`src/design/htc_pkg.sv`:
```
package htc_pkg;

	localparam int FRAC_BITS_DEF = 24;
	localparam int PIPE_DEPTH = 6;

	localparam logic [5:0] ASCII_ZERO = 6'd48;
	localparam logic [13:0] TEMP_SHOWN_MAX = 14'd9999;
	localparam logic [9:0] HUM_SHOWN_MAX = 10'd999;
	localparam logic [9:0] HUM_TENTHS_MAX = 10'd1000;
	localparam logic [9:0] HUM_TENTHS_MIN = 10'd1;

	typedef enum logic [1:0] {
		TEMP_OK   = 2'd0,
		TEMP_LOW  = 2'd1,
		TEMP_HIGH = 2'd2
	} temp_range_t;

	typedef enum logic [1:0] {
		HUM_OK   = 2'd0,
		HUM_HIGH = 2'd1,
		HUM_LOW  = 2'd2
	} humid_clamp_t;

	// floor(x / 10), exact for x < 43690
	function automatic logic [13:0] div10(input logic [13:0] x);
		logic [29:0] p;
		p = 30'(x) * 30'd52429;
		return 14'(p >> 19);
	endfunction

	function automatic logic [5:0] digit_char(input logic [3:0] d);
		return ASCII_ZERO + 6'(d);
	endfunction

endpackage

```
`src/design/htc_humid.sv`:
```
module htc_humid import htc_pkg::*; #(
	parameter int FRAC_BITS = FRAC_BITS_DEF
) (
	input  logic                  clk,
	input  logic [PIPE_DEPTH-1:0] ld,
	input  logic [13:0]           raw_temp,
	input  logic [11:0]           raw_humid,
	output logic [9:0]            humid_tenths,
	output logic [5:0]            humid_tens_char,
	output logic [5:0]            humid_ones_char,
	output logic [5:0]            humid_frac_char,
	output humid_clamp_t          humid_clamp
);

	localparam longint ONE_Q = longint'(1) <<< FRAC_BITS;
	localparam longint C2Q = (405 * ONE_Q + 5000) / 10000;
	localparam longint C3Q = (28 * ONE_Q + 5000000) / 10000000;
	localparam longint T1Q = (ONE_Q + 50) / 100;
	localparam longint T2Q = (8 * ONE_Q + 50000) / 100000;

	localparam int CW = FRAC_BITS;       // coefficient width
	localparam int PW = FRAC_BITS + 12;  // coefficient * h
	localparam int KW = FRAC_BITS + 1;   // slope of temperature term
	localparam int QW = FRAC_BITS + 24;  // C3 * h^2
	localparam int LW = FRAC_BITS + 10;  // linearized humidity, signed
	localparam int SW = FRAC_BITS + 17;  // 100 * rh, signed

	localparam logic [CW-1:0] C2Q_V = CW'(C2Q);
	localparam logic [CW-1:0] C3Q_V = CW'(C3Q);
	localparam logic [CW-1:0] T1Q_V = CW'(T1Q);
	localparam logic [CW-1:0] T2Q_V = CW'(T2Q);
	localparam logic signed [LW-1:0] C1Q_V = LW'(-4 * ONE_Q);
	localparam logic signed [SW-1:0] S_HI = SW'(10000 * ONE_Q);
	localparam logic signed [SW-1:0] S_LO = SW'(10 * ONE_Q);

	// stage 1: products of h
	logic [23:0]        hsq_s1;
	logic [PW-1:0]      t2h_s1;
	logic [PW-1:0]      c2h_s1;
	logic signed [14:0] dt_s1;

	always_ff @(posedge clk) begin
		if (ld[0]) begin
			hsq_s1 <= 24'(raw_humid) * 24'(raw_humid);
			t2h_s1 <= PW'(T2Q_V) * PW'(raw_humid);
			c2h_s1 <= PW'(C2Q_V) * PW'(raw_humid);
			dt_s1  <= $signed({1'b0, raw_temp}) - 15'sd6500;  // (t - 25) in hundredths
		end
	end

	// stage 2: slope, linear part, square term
	logic [KW-1:0]        k_s2;
	logic signed [LW-1:0] lin1_s2;
	logic [QW-1:0]        c3hh_s2;
	logic signed [14:0]   dt_s2;

	always_ff @(posedge clk) begin
		if (ld[1]) begin
			k_s2    <= KW'(T1Q_V) + KW'(t2h_s1);
			lin1_s2 <= C1Q_V + $signed(LW'(c2h_s1));
			c3hh_s2 <= QW'(C3Q_V) * QW'(hsq_s1);
			dt_s2   <= dt_s1;
		end
	end

	// stage 3: temperature term, full linearization
	logic signed [SW-1:0] prod_c;
	logic signed [SW-1:0] prod_s3;
	logic signed [LW-1:0] lin_s3;

	assign prod_c = SW'(dt_s2) * SW'($signed({1'b0, k_s2}));

	always_ff @(posedge clk) begin
		if (ld[2]) begin
			prod_s3 <= prod_c;
			lin_s3  <= lin1_s2 - $signed(LW'(c3hh_s2));
		end
	end

	// stage 4: S = prod + 100 * lin
	logic signed [SW-1:0] lin_x;
	logic signed [SW-1:0] s_s4;

	assign lin_x = SW'(lin_s3);

	always_ff @(posedge clk) begin
		if (ld[3]) begin
			s_s4 <= prod_s3 + (lin_x <<< 6) + (lin_x <<< 5) + (lin_x <<< 2);
		end
	end

	// stage 5: clamp and truncate to tenths
	logic [13:0]  whole;
	logic [13:0]  q10;
	logic [9:0]   tenths_c;
	humid_clamp_t clamp_c;
	logic [9:0]   tenths_s5;
	humid_clamp_t clamp_s5;

	assign whole = s_s4[FRAC_BITS+13:FRAC_BITS];
	assign q10 = div10(whole);

	always_comb begin
		if (s_s4 >= S_HI) begin
			tenths_c = HUM_TENTHS_MAX;
			clamp_c  = HUM_HIGH;
		end else if (s_s4 < S_LO) begin
			tenths_c = HUM_TENTHS_MIN;
			clamp_c  = HUM_LOW;
		end else begin
			tenths_c = q10[9:0];
			clamp_c  = HUM_OK;
		end
	end

	always_ff @(posedge clk) begin
		if (ld[4]) begin
			tenths_s5 <= tenths_c;
			clamp_s5  <= clamp_c;
		end
	end

	// stage 6: digits of the shown value
	logic [9:0]  hshown;
	logic [13:0] h10;
	logic [16:0] h100p;
	logic [3:0]  hd2;
	logic [3:0]  hd1;
	logic [3:0]  hd0;

	assign hshown = (tenths_s5 > HUM_SHOWN_MAX) ? HUM_SHOWN_MAX : tenths_s5;
	assign h10    = div10(14'(hshown));
	assign h100p  = 17'(hshown) * 17'd41;    // /100 for values below 1000
	assign hd2    = h100p[15:12];
	assign hd1    = 4'(h10[6:0] - 7'(hd2) * 7'd10);
	assign hd0    = 4'(hshown - 10'(h10) * 10'd10);

	logic [9:0]   tenths_s6;
	logic [5:0]   tens_s6;
	logic [5:0]   ones_s6;
	logic [5:0]   frac_s6;
	humid_clamp_t clamp_s6;

	always_ff @(posedge clk) begin
		if (ld[5]) begin
			tenths_s6 <= tenths_s5;
			tens_s6   <= digit_char(hd2);
			ones_s6   <= digit_char(hd1);
			frac_s6   <= digit_char(hd0);
			clamp_s6  <= clamp_s5;
		end
	end

	assign humid_tenths    = tenths_s6;
	assign humid_tens_char = tens_s6;
	assign humid_ones_char = ones_s6;
	assign humid_frac_char = frac_s6;
	assign humid_clamp     = clamp_s6;

endmodule

```
`src/design/humidity_temp_compensate_digits.sv`:
```
// Channel   Dir  Bits  Payload (lowest bits first)
// s_axis    in   32    raw_temp[13:0], raw_humid[25:14]
// m_axis    out  72    temp_centi, temp digits x4, temp_range, humid_tenths,
//                      humid digits x3, humid_clamp
//
// Six-stage pipeline, one item per cycle sustained unless m_axis_tready stalls
// the output. Nothing iterates, so only an m_axis_tready stall slows the input.
// Each stage holds its own valid bit; a stage loads when it is empty or the
// stage after it moves, so bubbles close up under an output stall.
// arst_n clears the valid bits only; data registers carry no reset.
module humidity_temp_compensate_digits import htc_pkg::*; #(
	parameter int FRAC_BITS = FRAC_BITS_DEF
) (
	input  logic        clk,
	input  logic        arst_n,
	input  logic        s_axis_tvalid,
	output logic        s_axis_tready,
	input  logic [31:0] s_axis_tdata,   // raw_temp[13:0], raw_humid[25:14], zero pad
	output logic        m_axis_tvalid,
	input  logic        m_axis_tready,
	output logic [71:0] m_axis_tdata    // temp_centi[14:0], temp_tens_char[20:15],
	                                    // temp_ones_char[26:21], temp_tenths_char[32:27],
	                                    // temp_hundredths_char[38:33], temp_range[40:39],
	                                    // humid_tenths[50:41], humid_tens_char[56:51],
	                                    // humid_ones_char[62:57], humid_frac_char[68:63],
	                                    // humid_clamp[70:69], zero pad
);

	typedef struct packed {
		logic signed [14:0] centi;
		logic [5:0]         tens;
		logic [5:0]         ones;
		logic [5:0]         tenths;
		logic [5:0]         hund;
		temp_range_t        range;
	} temp_out_t;

	logic [13:0] raw_temp;
	logic [11:0] raw_humid;

	assign raw_temp  = s_axis_tdata[13:0];
	assign raw_humid = s_axis_tdata[25:14];

	// ---- flow control: per-stage valid, ready ripples back ----
	logic [PIPE_DEPTH-1:0] vld_q;
	logic [PIPE_DEPTH-1:0] ld;

	always_comb begin
		ld[PIPE_DEPTH-1] = ~vld_q[PIPE_DEPTH-1] | m_axis_tready;
		for (int i = PIPE_DEPTH - 2; i >= 0; i--) begin
			ld[i] = ~vld_q[i] | ld[i+1];
		end
	end

	always_ff @(posedge clk or negedge arst_n) begin
		if (!arst_n) begin
			vld_q <= '0;
		end else begin
			if (ld[0]) begin
				vld_q[0] <= s_axis_tvalid;
			end
			for (int i = 1; i < PIPE_DEPTH; i++) begin
				if (ld[i]) begin
					vld_q[i] <= vld_q[i-1];
				end
			end
		end
	end

	assign s_axis_tready = ld[0];
	assign m_axis_tvalid = vld_q[PIPE_DEPTH-1];

	// ---- temperature, stage 1: offset and display saturation ----
	logic signed [14:0] tc_c;
	logic [13:0]        tshown_c;
	temp_range_t        trange_c;

	assign tc_c = $signed({1'b0, raw_temp}) - 15'sd4000;

	always_comb begin
		if (tc_c < 15'sd0) begin
			tshown_c = '0;
			trange_c = TEMP_LOW;
		end else if (tc_c > $signed({1'b0, TEMP_SHOWN_MAX})) begin
			tshown_c = TEMP_SHOWN_MAX;
			trange_c = TEMP_HIGH;
		end else begin
			tshown_c = tc_c[13:0];
			trange_c = TEMP_OK;
		end
	end

	logic signed [14:0] tc_s1;
	logic [13:0]        tshown_s1;
	temp_range_t        trange_s1;

	always_ff @(posedge clk) begin
		if (ld[0]) begin
			tc_s1     <= tc_c;
			tshown_s1 <= tshown_c;
			trange_s1 <= trange_c;
		end
	end

	// ---- stage 2: quotients by 10, 100, 1000 (reciprocal multiplies) ----
	logic [26:0] q100p;
	logic [26:0] q1000p;

	assign q100p  = 27'(tshown_s1) * 27'd5243;    // >> 19
	assign q1000p = 27'(tshown_s1) * 27'd8389;    // >> 23

	logic signed [14:0] tc_s2;
	logic [13:0]        tshown_s2;
	logic [9:0]         q10_s2;
	logic [6:0]         q100_s2;
	logic [3:0]         q1000_s2;
	temp_range_t        trange_s2;

	always_ff @(posedge clk) begin
		if (ld[1]) begin
			tc_s2     <= tc_s1;
			tshown_s2 <= tshown_s1;
			q10_s2    <= 10'(div10(tshown_s1));
			q100_s2   <= q100p[25:19];
			q1000_s2  <= q1000p[26:23];
			trange_s2 <= trange_s1;
		end
	end

	// ---- stage 3: digits by back-subtraction ----
	logic [3:0] td0;
	logic [3:0] td1;
	logic [3:0] td2;

	assign td0 = 4'(tshown_s2 - 14'(q10_s2) * 14'd10);
	assign td1 = 4'(q10_s2 - 10'(q100_s2) * 10'd10);
	assign td2 = 4'(q100_s2 - 7'(q1000_s2) * 7'd10);

	temp_out_t temp_s3;
	temp_out_t temp_s4;
	temp_out_t temp_s5;
	temp_out_t temp_s6;

	always_ff @(posedge clk) begin
		if (ld[2]) begin
			temp_s3.centi  <= tc_s2;
			temp_s3.tens   <= digit_char(q1000_s2);
			temp_s3.ones   <= digit_char(td2);
			temp_s3.tenths <= digit_char(td1);
			temp_s3.hund   <= digit_char(td0);
			temp_s3.range  <= trange_s2;
		end
	end

	// temperature waits for the humidity path
	always_ff @(posedge clk) begin
		if (ld[3]) begin
			temp_s4 <= temp_s3;
		end
		if (ld[4]) begin
			temp_s5 <= temp_s4;
		end
		if (ld[5]) begin
			temp_s6 <= temp_s5;
		end
	end

	// ---- humidity path ----
	logic [9:0]   humid_tenths;
	logic [5:0]   humid_tens_char;
	logic [5:0]   humid_ones_char;
	logic [5:0]   humid_frac_char;
	humid_clamp_t humid_clamp;

	htc_humid #(
		.FRAC_BITS(FRAC_BITS)
	) u_humid (
		.clk            (clk),
		.ld             (ld),
		.raw_temp       (raw_temp),
		.raw_humid      (raw_humid),
		.humid_tenths   (humid_tenths),
		.humid_tens_char(humid_tens_char),
		.humid_ones_char(humid_ones_char),
		.humid_frac_char(humid_frac_char),
		.humid_clamp    (humid_clamp)
	);

	assign m_axis_tdata = {1'b0, humid_clamp, humid_frac_char, humid_ones_char,
		humid_tens_char, humid_tenths, temp_s6.range, temp_s6.hund,
		temp_s6.tenths, temp_s6.ones, temp_s6.tens, temp_s6.centi};

endmodule

```
`config.mk`:
```
export PLATFORM = sky130hd
export DESIGN_NAME = humidity_temp_compensate_digits
export DESIGN_NICKNAME = d
export VERILOG_FILES = /design/src/design/htc_pkg.sv /design/src/design/htc_humid.sv /design/src/design/humidity_temp_compensate_digits.sv
export SDC_FILE = /design/constraint.sdc
export NUM_CORES = 2
export LEC_CHECK = 0
export BUFFER_PORTS_ARGS = -buffer_cell sky130_fd_sc_hd__buf_2
export CORE_ASPECT_RATIO = 0.6
export CORE_MARGIN = 8
export CORE_UTILIZATION = 35
export DETAILED_ROUTE_END_ITERATION = 8
export RECOVER_POWER = 50
export REMOVE_ABC_BUFFERS = 1
export SYNTH_ARGS = -nofsm -noshare
export SYNTH_HDL_FRONTEND = slang
export SYNTH_SLANG_ARGS = --single-unit
export TNS_END_PERCENT = 20
```
`constraint.sdc`:
```
create_clock -name clk -period 11.25 [get_ports clk]
set_clock_uncertainty 0.15 [all_clocks]
set_input_delay 2.25 -clock clk [delete_from_list [all_inputs] [get_ports clk]]
set_output_delay 2.25 -clock clk [all_outputs]
set_load 0.01 [all_outputs]
```
==> out/qor.yml <==
crit_slowest_cell: "clkbuf_1"
final_nets: 7182
hold_violations: 0
die-area_um2: 183200
netlist_instances: 5310
fin_crit_sh: 0.7733
multi_input_area_um2: 38560
synth.area.top_cells: "fa_1, edfxtp_1, ha_1"
critPathCaptureType: "register"
rsz0062_at_grt: "false"
cts-hold-fix-buffers: 0
route.detailed.drc: 0
path_delay_family: "adder cells"
synth_top_area_frac: 0.2747
die_y_um: 334.7
final.fill_count: 16400
pin_count: 110
finalWirelength_um: 137200
ys_types: 75
gp_congestion: 0.9236
clkTransAtPathRegs_ps: 60
status: "complete, but fails checks"
rows: 117
avgSynthCellArea_um2: 11.16
max_stage_delay_ps: 1110
cts_tree: "yes"
die_w_um: 547.2
vias: 37020
netlist_area_um2: 59260
crit_fanout: 24
drive_gt1_frac: 0.03098
wire_per_inst_um: 17.78
hpwl_um: 114300
crit_top_cell: "fa_1"
htreeDepth: 2
ys_seq_area_frac: 0.2711
max_freq_mhz: 114.9
drv_cap: 3
synth_edf_count: 530
place_ws_ps: 2376
finalSetupViolations: 0
core_um2: 168900
antenna_left: 0
fin_tns_setup_ps: 0
crit_type: "reg2reg"
overflow: 0
clockRootBuffer: "clkbuf_16"
min_period_ps: 8700
violations: "max-capacitance violations, max-slew violations"
yosysWarnings: 0
ctsResizeCount: 0
crit_buf_inv: 4
drt-initial-drc-count: 2540
synthToLayoutAreaGrowth_pct: 8.137
slew_headroom: -1.329
grt_pass1_vias: 38580
async_reset_ff_frac: 0.01119
worst_slew_pin_slew_ps: 3493
drv_slew: 130
start_kind: "register"
instances_no_fill: 7718
hp-class: "reg2reg"
portBuffers: 88
synth_ff_type: "edfxtp_1"
track_usage: 0.1509
path_depth: 22
synth_largest_area_cell: "fa_1"
initial_core_util: 0.3508
vias_per_cell: 4.796
cts_buffers: 53
post-cts-setup-buffers: 0
critical_path.cell_chain: "clkbuf_1 -> nand2_1 -> fa_1 -> inv_1 -> fa_1 -> inv_1 -> fa_1 -> fa_1 -> inv_1 -> fa_1 -> fa_1 -> ha_1 -> o21a_1 -> o21ai_0 -> o31ai_1 -> o211ai_1 -> o21ai_2 -> a31oi_1 -> nor4_1 -> o221a_2 -> o221ai_1 -> xnor2_1"
grt_pass1_wl_um: 219200
antenna_found_initial: 4
clock_sinks: 536
ys_ff_latch: 536
final_core_util: 0.3793
clock_path_buffers: 3
seq_area_um2: 16070
layout_setup_ws_ps: 2550
first_pass_iters: 5
worstHoldPathCells: 0
crit_required_ps: 11490
cp.arrival_ps: 8940
dp_cells: 7618
rr_worst_depth: 22
clock_latency_ps: 650
grt_start_max_net_pins: 120
## layer usage
layer  routed length (um)  part of all wire  global-route usage
met2                49990              0.36              0.1974
met1                72180              0.53              0.2413
met4                 1207            0.0088             0.01585
met5                   11          0.000080                   0
met3                13820              0.10             0.05246
## layout by cell type, fill, tap and decap left out, types with 12 or more instances in the layout
master and n:
a211oi_1 25, ha_1 921, and3_1 23, nand2b_1 46, nor2_1 201, a31oi_1 19, buf_2 21, a21oi_1 174
or2_2 22, nor3_1 40, o21bai_1 30, or3_1 15, a21o_1 85, buf_4 28, o31ai_1 20, conb_1 16
clkbuf_1 79, xor2_1 74, nor2b_1 26, o21ai_0 116, inv_1 1135, and2_1 99, edfxtp_1 530, clkbuf_16 53
nor4_1 18, clkinv_1 18, nand3_1 48, o21a_1 43, nand4_1 12, nand2_1 346, fa_1 813, xnor2_1 198
## per-stage QoR
step / hold WS, ps / instance area (um^2)
2_1_floorplan: 250.3 / 58920
3_3_place_gp: 250.7 / 62490
3_5_place_dp: 254.5 / 62490
4_1_cts: 240.5 / 64210
5_1_grt: 249.8 / 64080
6_report: 240.4 / 64080
## cells in the mapped netlist, types with 30 or more instances
library cell,count
a21oi_1,174
o21ai_0,116
nand3_1,50
xor2_1,74
nand2_1,347
o21bai_1,30
edfxtp_1,530
nor2_1,201
clkbuf_1,72
a21o_1,85
xnor2_1,198
nand2b_1,46
o21a_1,43
and2_1,107
ha_1,921
nor3_1,40
inv_1,1137
fa_1,813
## flip-flops by register name (all words and copies together) (netlist names), 21 cells and up
signal / flops
u_humid.prod_s3: 40
u_humid.lin1_s2: 34
m_axis_tdata: 33
u_humid.t2h_s1: 21
u_humid.lin_s3: 33
temp_s3: 33
temp_s4: 33
u_humid.c3hh_s2: 28
u_humid.c2h_s1: 31
u_humid.hsq_s1: 23
temp_s5: 33
u_humid.k_s2: 22
u_humid.s_s4: 40
## layout make-up
class	instances	area share
Antenna cell	1	0.00003905
Clock buffer	60	0.02111
Clock inverter	39	0.005721
Inverter	1144	0.06705
Multi-Input combinational cell	3555	0.6018
Sequential cell	536	0.2507
Tap cell	2261	0.04415
Timing Repair Buffer	122	0.009450
## worst paths after layout
kind	from	to	slack, ps
setup / recovery	tc_s2[0]$_DFFE_PP_	u_humid.prod_s3[40]$_DFFE_PP_	2550
hold reg to reg	u_humid.c2h_s1[12]$_DFFE_PP_	u_humid.lin1_s2[12]$_DFFE_PP_	240
setup reg to reg	tc_s2[0]$_DFFE_PP_	u_humid.prod_s3[40]$_DFFE_PP_	2550
hold / removal	u_humid.c2h_s1[12]$_DFFE_PP_	u_humid.lin1_s2[12]$_DFFE_PP_	240
min in group asynchronous	arst_n	vld_q[3]$_DFFE_PN0P_	1360
max in group asynchronous	arst_n	vld_q[1]$_DFFE_PN0P_	9280
## kinds of logic (layout without fill, tap and decap cells)
group / count (synthesis) / in the layout / synth area share
xor gates and xnor gates: 272 / 272 / 0.04020
and+or+nand+nor: 924 / 924 / 0.07301
muxes: 5 / 5 / 0.0008657
other: 2 / 17 / 0.0001267
buffers and inverters: 1233 / 1365 / 0.07907
DFF: 536 / 536 / 0.2711
adders and majority gates: 1734 / 1734 / 0.4691
AOI/OAI and AO/OA: 604 / 604 / 0.06649
Power is left out: the tool's default activity adds up to more than one toggle a clock period on the data nets, which glitch-free logic cannot reach.
